## src/sv/sdut_pkg.sv

```systemverilog
// Shared types and constants for the smallest divisor search block.
`timescale 1ns / 1ps
`default_nettype none
package sdut_pkg;
	localparam int LIMIT_W = 24;

	typedef enum logic [2:0] {
		BK_IDLE,
		BK_CHECK,
		BK_TRIAL,
		BK_DRAIN,
		BK_DECIDE,
		BK_DONE
	} bk_state_t;

	typedef struct packed {
		logic vld;
		logic lst;
	} fq_ctrl_t;
endpackage
`default_nettype wire

```

## src/sv/sdut_front.sv

```systemverilog
// Front end: takes items and holds them in a one-entry queue for the back end.
`timescale 1ns / 1ps
`default_nettype none
module sdut_front import sdut_pkg::*; #(
	parameter int W = 20
) (
	input  wire logic         clk,
	input  wire logic         arst_n,
	input  wire logic         take,
	input  wire logic [W-1:0] item_size,
	input  wire logic         last_item,
	input  wire logic         pop,
	output fq_ctrl_t          head,
	output logic [W-1:0]      head_size
);
	logic [W-1:0] size_q;
	fq_ctrl_t     ctl_q;

	always_ff @(posedge clk or negedge arst_n) begin
		if (!arst_n) ctl_q <= '0;
		else if (take) ctl_q <= '{vld: 1'b1, lst: last_item};
		else if (pop) ctl_q <= '0;
	end

	always_ff @(posedge clk) begin
		if (take) size_q <= item_size;
	end

	assign head      = ctl_q;
	assign head_size = size_q;
endmodule
`default_nettype wire

```

## config.mk

```make
export PLATFORM = sky130hd
export DESIGN_NAME = sdut_front
export DESIGN_NICKNAME = d
export VERILOG_FILES = /design/src/sv/sdut_pkg.sv /design/src/sv/sdut_front.sv
export SDC_FILE = /design/constraint.sdc
export NUM_CORES = 1
export LEC_CHECK = 0
export BUFFER_PORTS_ARGS = -buffer_cell sky130_fd_sc_hd__buf_4
export CORE_MARGIN = 5
export CORE_UTILIZATION = 38
export CTS_BUF_LIST = sky130_fd_sc_hd__clkbuf_16
export CTS_CLUSTER_SIZE = 14
export DETAILED_ROUTE_END_ITERATION = 6
export PLACE_DENSITY = 0.78
export SETUP_SLACK_MARGIN = 0.2
export SYNTH_ARGS = -nofsm -noshare
export SYNTH_HDL_FRONTEND = slang
export SYNTH_SLANG_ARGS = --single-unit
```

## constraint.sdc

```tcl
create_clock -name clk -period 0.8 [get_ports clk]
set_input_delay 0.08 -clock clk [delete_from_list [all_inputs] [get_ports clk]]
set_output_delay 0.08 -clock clk [all_outputs]
set_load 0.01 [all_outputs]
```

### Word level (Yosys, flattened, before mapping)

Cells that the tools add are included.

* bits in registers: 22
* input port bits: 25
* word-level logic and storage cells: 6

* multiplexer cells: 2
* reduce and logical (&&, ||, !) cells: 1

Operator list (count)
* 2-bit two-way mux: 2
* 2-bit nonzero test: 1

### Longest topological paths before layout

Gate-level depths: netlist (run 1).

* word-level depth: 2
* depth in mapped cells: 2
* mapped depth without buffers: 2

### Least setup slack after synthesis (run 1)

OpenSTA, ideal clock, no wires.

* path kind: reg2reg
* from: reg, netlist name head[1]
* to: reg ctl_q (netlist bit head[1])
* data arrival time: 597 ps
* data required time: 681 ps
* slack: 84 ps
* stages on the path, launching flop included: 2
* buffers on the path: 0
* cells stage by stage: dfrtp_1 > a21o_2

RTL lines
* end signal: assignment: line sdut_front.sv:21 `else if (take) ctl_q <= '{vld: 1'b1, lst: last_item};`
* end: declaration: line sdut_front.sv:17 `fq_ctrl_t ctl_q;`

### Final worst setup path (run 1)

* from: reg size_q[11], in the netlist head_size[11]
* to: out head_size[11]

RTL lines
* start: declaration: line sdut_front.sv:16 `logic [W-1:0] size_q;`
* start signal: assignment: line sdut_front.sv:26 `if (take) size_q <= item_size;`
* end: declaration: line sdut_front.sv:14 `output logic [W-1:0] head_size`

No word-level cell between the ends.

==> out/metrics.yaml, run 1 <==
place:
  gp_congestion: 0.609
  port_buffers: 46
  place_ws_ns: 0.0566
  post-place-cells: 97
  dp_hpwl_um: 1080
  place_area_sq_mm: 0.00105
logic_synthesis:
  syn_area_sq_um: 676
  yosys_warnings: 0
  yosys.area.top_type: "edfxtp_1"
  synth_area_per_cell_sq_um: 26.0
  synth_seq_cells: 22
  synth_area_leaders: "edfxtp_1, dfrtp_1, a21o_2"
  synthCells: 26
  syn-num-nets: 51
  netlist.area_leader.share_pct: 88.9
  yosysSeqAreaShare_pct: 96.3
  synthDistinctLibCells: 6
critical_path:
  endpoint_kind: "output pin"
  reg2reg_depth: 2
  setup.worst_path.end: "head_size[11]"
  timing.rr.end: "head[0]"
  crit_type: "reg -> out"
  arrival_ns: 0.79
  cp_max_fo: 1
  slowest_delay_ns: 0.40
  cp-startpoint: "head_size[11]"
  crit_buf_inv: 1
  cp-start-kind: "flop"
  worst-path-stages: 1
  critPathRequiredTime_ns: 0.72
  regToRegSetupSlack_ns: 0
  path_delay_family: "flip-flops"
  worstPathCellList: "buf_6"
  worstReg2RegStart: "head[0]"
  slowest_stage: "edfxtp_1"
route:
  wl_um: 1340
  vias: 437
  postRouteAntennaNets: 0
  post_drt_wl_per_cell_um: 13.0
  vias_per_cell: 4.24
  first_pass_iters: 2
  drt_iter0_drc: 10
  drcViolationCount: 0
global_route:
  grt_use_met2_pct: 18.2
  grt.met3_usage_pct: 6.02
  track_usage_pct: 10.7
  top_usage_layer: "met2"
  gr-usage-met1_pct: 10.3
  grt_max_degree: 24
  antenna_found_initial: 0
  grt_overflow: 0
  first_global_vias: 509
  grt_pass1_wl_um: 2060
cts:
  htreeDepth: 1
  cts_hold_buf: 1
  clockBufferDepth: 2
  cts_tree: "yes"
  clk_latency_ns: 0.24
  clock_sinks: 22
  cts_buffers: 3
  cts_root_buf: "clkbuf_16"
  clkTransAtPathRegs_ns: 0.06
min_path:
  hold_class: "in -> reg"
  holdCritStartpoint: "item_size[6]"
power_and_ir_drop:
  cellPowerDensity_mw_per_mm2: 2260
  ir_drop_uv: 1280
  p_leak_nw: 0.528
  total_power_mw: 2.73
timing:
  period_minus_slack_ns: 0.867
  setup_slack_ns: -0.0669
  rsz0062_at_grt: "yes"
  final_max_slew_viol_count: 0
  finClkSkew_ns: 0
  fin_crit_sh_pct: 108
  tightestPinTransition_ns: 0.257
  hold_slack_ns: 0.00570
  slew_headroom_pct: 82.9
  finalSetupViolCount: 22
  final.setup.tns_ns: -0.800
  fmax_mhz: 1150
  finalHoldViolCount: 0
die:
  die_h_um: 52.2
  ios: 47
  initial_core_util_pct: 39.6
  die_area_sq_mm: 0.00272
  rows: 15
  die_w_um: 52.2
  core_area_sq_mm: 0.00171
run_status:
  outcome: "complete, but fails checks"
  violations: "negative setup slack"
final_layout:
  layout.nets: 104
  final_common_cell: "buf_4"
  fillers: 122
  syn2layout_area_growth_pct: 79.4
  final_cells: 103
  mostFrequentLayoutCells: "buf_4, edfxtp_1, buf_6, clkbuf_16"
  drive_above_1_share_pct: 65.4
  postLayoutCoreUtil_pct: 71.0
  final_area_sq_mm: 0.00121
  antenna_cells: 0
run:
  drv_cap: 0
cells by family (layout without fill, tap and decap cells):
logic type | Yosys count | count (layout) | share of synthesized area (%)
and+or+nand+nor | 1 | 1 | 0.555
buffers and inverters | 1 | 53 | 0.555
AOI/OAI and AO/OA | 2 | 2 | 2.59
DFF | 22 | 22 | 96.3
what timing repair did:
| action | 4_1_cts | 5_1_grt |
|---|---|---|
| hold endpoints to repair | 2 | 2 |
| buffers inserted | 1 | 0 |
| resized for setup | 9 | 8 |
| setup endpoints to repair | 24 | 24 |
| gates cloned | 0 | 0 |
flip-flops by register name (all words and copies together) (netlist names):
name,count
head_size,20
head,2
cell usage after synthesis (all sizes together):
library cell / count
inv: 1
edfxtp: 20
dfrtp: 2
a22o: 1
nor2: 1
a21o: 1
power by group:
group          switching (mW)  internal, mW
combinational           0.117         0.226
sequential             0.0376          1.36
clock                   0.334         0.664
worst min-delay path by stage:
stage,endpoint,slack (ns),depth (start not counted)
after CTS,head_size[6],0.006,1
after global placement,head[1],-0.14,1
after global routing,head_size[16],-0.001,1
after floorplan,head[0],-0.22,0
after detailed placement,head[1],-0.14,1
final,head_size[6],0.006,1
metal layers:
metal / up-vias / share of wire (%)
met5: - / 0
met4: 0 / 0.90
met3: 2 / 18
met2: 35 / 49
met1: 196 / 32
li1: 204 / -
final cells by class:
class	count	area [sq um]	share of cell area, %
tap	25	31.3	2.58
sequential	22	651	53.7
multi-input combinational	3	21.3	1.75
timing repair buffer	48	427	35.2
clock buffer	3	75.1	6.19
clock inverter	1	3.75	0.310
inverter	1	3.75	0.310
Power figures use the tool's default switching activity.
==> run 2, diff against run 1 <==
Settings changed: CTS_BUF_LIST sky130_fd_sc_hd__clkbuf_16 to sky130_fd_sc_hd__clkbuf_8 sky130_fd_sc_hd__clkbuf_16.
==> run 2 against run 1 <==
  * The run ends with negative hold slack, negative setup slack left
  * Final area fell by 2.5%
  * Clock-buffer cell count did not move
  * Combinational power rose by 1%
  * Clock power fell by 35%
  * Flip-flop and latch count did not move
  * Critical endpoint unchanged
  * Largest power group unchanged
==> out/metrics.yaml, run 2 (synthesized netlist as in run 1, its figures left out) <==
run_status:
  outcome: "complete, but fails checks"
  violations: "negative hold slack, negative setup slack"
timing:
  hold_slack_ns: -0.00688
  final_max_slew_viol_count: 0
  slew_headroom_pct: 82.4
  rsz0062_at_grt: "yes"
  finalSetupViolCount: 23
  finClkSkew_ns: 0
  tightestPinTransition_ns: 0.264
  fmax_mhz: 1140
  setup_slack_ns: -0.0737
  finalHoldViolCount: 11
  fin_crit_sh_pct: 109
  period_minus_slack_ns: 0.874
critical_path:
  path_delay_family: "flip-flops"
  cp-start-kind: "flop"
  arrival_ns: 0.79
  crit_buf_inv: 1
  cp_max_fo: 1
  reg2reg_depth: 2
  slowest_delay_ns: 0.40
  critPathRequiredTime_ns: 0.72
  worstReg2RegStart: "head[0]"
  timing.rr.end: "head[0]"
  regToRegSetupSlack_ns: 0
  crit_type: "reg -> out"
  slowest_stage: "edfxtp_1"
  worstPathCellList: "buf_6"
  endpoint_kind: "output pin"
cts:
  cts_buffers: 3
  clk_latency_ns: 0.25
  clock_sinks: 22
  cts_tree: "yes"
  clockBufferDepth: 2
  cts_hold_buf: 1
  htreeDepth: 1
  cts_root_buf: "clkbuf_8"
  clkTransAtPathRegs_ns: 0.07
place:
  gp_congestion: 0.609
  place_area_sq_mm: 0.00105
  dp_hpwl_um: 1080
  port_buffers: 46
final_layout:
  drive_above_1_share_pct: 65.4
  fillers: 119
  postLayoutCoreUtil_pct: 69.2
  mostFrequentLayoutCells: "buf_4, edfxtp_1, buf_6, clkbuf_8"
  antenna_cells: 0
  final_common_cell: "buf_4"
  final_area_sq_mm: 0.00118
  largest_register_ffs: 20
  syn2layout_area_growth_pct: 75.0
  layout.nets: 104
route:
  drt_iter0_drc: 5
  wl_um: 1390
  vias: 435
  postRouteAntennaNets: 0
  first_pass_iters: 2
  post_drt_wl_per_cell_um: 13.5
  drcViolationCount: 0
  vias_per_cell: 4.22
global_route:
  first_global_vias: 503
  grt_overflow: 0
  track_usage_pct: 11.6
  grt_pass1_wl_um: 2130
  antenna_found_initial: 0
  grt_max_degree: 24
die:
  core_area_sq_mm: 0.00171
  initial_core_util_pct: 39.6
  rows: 15
  die_area_sq_mm: 0.00272
  ios: 47
  die_h_um: 52.2
  die_w_um: 52.2
power_and_ir_drop:
  total_power_mw: 2.39
  ir_drop_uv: 1090
  cellPowerDensity_mw_per_mm2: 2020
  p_leak_nw: 0.514
min_path:
  hold_class: "in -> reg"
  holdCritStartpoint: "item_size[6]"
  min_path_cells: 1
  min_to: "head_size[6]"
run:
  drv_cap: 0
==> run 2: cell type report <==
| type | count | area (sq um) | share of cell area [%] |
|---|---|---|---|
| multi-input cells | 3 | 21.3 | 1.80 |
| well taps | 25 | 31.3 | 2.65 |
| repair buffers | 48 | 430 | 36.4 |
| inverters | 1 | 3.75 | 0.317 |
| flip-flops and latches | 22 | 651 | 55.0 |
| clock buffers | 3 | 41.3 | 3.49 |
| clock inverters | 1 | 3.75 | 0.317 |
==> run 2: through the flow <==
stage / setup slack, ns / hold slack, ns / cells / setup TNS [ns]
final: -0.0737 / -0.00688 / 103 / -1.16
after global routing: -0.114 / -0.0212 / 103 / -1.97
after CTS: -0.0811 / -0.0122 / 103 / -1.38
after detailed placement: 0.0566 / -0.137 / 97 / 0
after global placement: 0.0924 / -0.137 / 97 / 0
after floorplan: 0.105 / -0.216 / 26 / 0
==> run 2: power breakdown <==
| part | switching [mW] | internal [mW] |
|---|---|---|
| combinational | 0.118 | 0.228 |
| clock | 0.312 | 0.341 |
| sequential | 0.0394 | 1.35 |
==> run 2: repair_timing <==
item	4_1_cts	5_1_grt
endpoints found under the hold margin	18	18
setup endpoints to repair	24	24
buffers inserted	1	0
resized for setup	10	8
==> run 2: worst max-delay path by stage <==
stage / startpoint / to / slack [ns] / cells after the start
final: head_size[11] / head_size[11] / -0.07 / 1
after global routing: head_size[11] / head_size[11] / -0.11 / 1
after CTS: head_size[8] / head_size[8] / -0.08 / 1
after detailed placement: take / head[0] / 0.06 / 3
after global placement: take / head[0] / 0.09 / 3
after floorplan: head[1] / head[1] / 0.11 / 1
==> run 2: layer usage <==
metal | part of all wire (%) | GRT usage (%)
met5 | 0 | 0
met1 | 35 | 11.1
met3 | 17 | 5.73
met2 | 46 | 18.6
met4 | 1.9 | 8.94
==> run 2: worst reg2reg max path, delay by kind of cell (launching register included) <==
kind | cells | cell delay (ns)
flops | 1 | 0.40
compound gates | 1 | 0.17
buf+inv | 1 | 0.12
==> run 3, diff against run 2 <==
Settings changed: BUFFER_PORTS_ARGS -buffer_cell sky130_fd_sc_hd__buf_4 to -buffer_cell sky130_fd_sc_hd__buf_2.
==> run 3 against run 2 <==
  * Routed wire length shrank 13%
  * Maximum frequency grew 2.9%
  * Non-clock buffer count is the same
  * Register-to-register slack is essentially flat
  * Sequential power is essentially flat
  * The run ends with negative setup slack left
  * Final area shrank 15%
  * Core utilization shrank 11 points
==> out/metrics.yaml, run 3 (synthesized netlist as in run 1, its figures left out) <==
run_status:
  outcome: "complete, but fails checks"
  violations: "negative setup slack"
route:
  route.met3.wl_um: 209
  wl_met2_um: 550
  postRouteAntennaNets: 0
  post_drt_wl_per_cell_um: 11.8
  vias: 426
  wl_um: 1220
  drcViolationCount: 0
  drt_iter0_drc: 3
  wl_met1_um: 456
  first_pass_iters: 3
  vias_per_cell: 4.14
  routed.top_layer: "met3"
place:
  gp_congestion: 0.642
  place_area_sq_um: 937
  dp_hpwl_um: 992
  port_buffers: 46
final_layout:
  largest_register_ffs: 20
  layout.nets: 104
  syn2layout_area_growth_pct: 48.3
  antenna_cells: 0
  final_common_cell: "buf_2"
  drive_above_1_share_pct: 65.4
  final_area_sq_mm: 0.00100
  postLayoutCoreUtil_pct: 58.7
  mostFrequentLayoutCells: "buf_2, edfxtp_1, clkbuf_8, inv_1, dfrtp_1"
critical_path:
  reg2reg_depth: 2
  endpoint_kind: "output pin"
  slowest_delay_ns: 0.37
  arrival_ns: 0.77
  crit_buf_inv: 1
  worstReg2RegStart: "head[0]"
  cp-start-kind: "flop"
  crit_type: "reg -> out"
  worstPathCellList: "buf_2"
  cp-startpoint: "head_size[8]"
  cp_max_fo: 1
  critPathRequiredTime_ns: 0.72
  timing.rr.end: "head[0]"
  regToRegSetupSlack_ns: 0.01
  path_delay_family: "flip-flops"
  slowest_stage: "edfxtp_1"
timing:
  period_minus_slack_ns: 0.849
  fmax_mhz: 1180
  fin_crit_sh_pct: 106
  rsz0062_at_grt: "yes"
  slew_headroom_pct: 80.8
  finalSetupViolCount: 22
  setup_slack_ns: -0.0490
  finClkSkew_ns: 0
  finalHoldViolCount: 0
  final_max_slew_viol_count: 0
  final.setup.tns_ns: -0.638
  tightestPinTransition_ns: 0.288
power_and_ir_drop:
  cellPowerDensity_mw_per_mm2: 2230
  total_power_mw: 2.23
  p_leak_nw: 0.453
  ir_drop_uv: 1100
global_route:
  track_usage_pct: 9.38
  first_global_vias: 481
  antenna_found_initial: 0
  grt_overflow: 0
  grt_pass1_wl_um: 1850
  grt_max_degree: 24
run:
  drv_cap: 0
cts:
  clkTransAtPathRegs_ns: 0.07
  htreeDepth: 1
  clk_latency_ns: 0.24
  clockBufferDepth: 2
  cts_buffers: 3
  clock_sinks: 22
  cts_tree: "yes"
  cts_hold_buf: 1
  cts_root_buf: "clkbuf_8"
die:
  rows: 15
  die_h_um: 52.2
  core_area_sq_mm: 0.00171
  ios: 47
  die_w_um: 52.2
  initial_core_util_pct: 39.6
  die_area_sq_mm: 0.00272
min_path:
  min_path_cells: 1
  holdCritStartpoint: "item_size[15]"
  hold_class: "in -> reg"
  min_to: "head_size[15]"
-- run 3: cell count changes in the layout (fill, tap and decap cells not counted), sizes merged --
| cell | change |
|---|---|
| buf | -1 |
| clkbuf | +1 |
-- run 3: power breakdown --
part	internal [mW]	switching [mW]
Clock	0.340	0.292
Sequential	1.35	0.0202
Combinational	0.112	0.116
-- run 3: per-layer routing --
| layer | GRT usage [%] | vias to the layer above |
|---|---|---|
| met3 | 4.30 | 0 |
| met2 | 16.9 | 35 |
| met1 | 9.68 | 188 |
| li1 | - | 203 |
| met5 | 0 | - |
| met4 | 2.55 | 0 |
-- run 3: layout make-up --
type | count | area [sq um]
Clock buffer | 3 | 41.3
Tap cell | 25 | 31.3
Timing Repair Buffer | 48 | 250
Fill cell | 137 | 706
Sequential cell | 22 | 651
Multi-Input combinational cell | 3 | 21.3
Inverter | 1 | 3.75
Clock inverter | 1 | 3.75
-- run 3: worst max path at each step --
| stage | to | slack, ns | cells after the start |
|---|---|---|---|
| detailed placement | head[0] | -0.10 | 3 |
| global route | head_size[8] | -0.09 | 1 |
| floorplan | head[1] | 0.11 | 1 |
| finish | head_size[8] | -0.05 | 1 |
| global placement | head[0] | -0.05 | 3 |
| CTS | head_size[8] | -0.07 | 1 |
-- run 3: what timing repair did --
action	CTS	global route
gates resized for setup	0	1
buffers inserted	1	0
endpoints found under the setup margin	24	44
endpoints found under the hold margin	11	7
-- run 3: metrics by stage --
stage               hold WS, ns  setup WS [ns]  cells
floorplan                -0.216          0.105     26
global placement         -0.134        -0.0481     97
detailed placement       -0.134         -0.103     97
CTS                    -0.00435        -0.0670    103
global route            -0.0124        -0.0886    103
finish                  0.00316        -0.0490    103
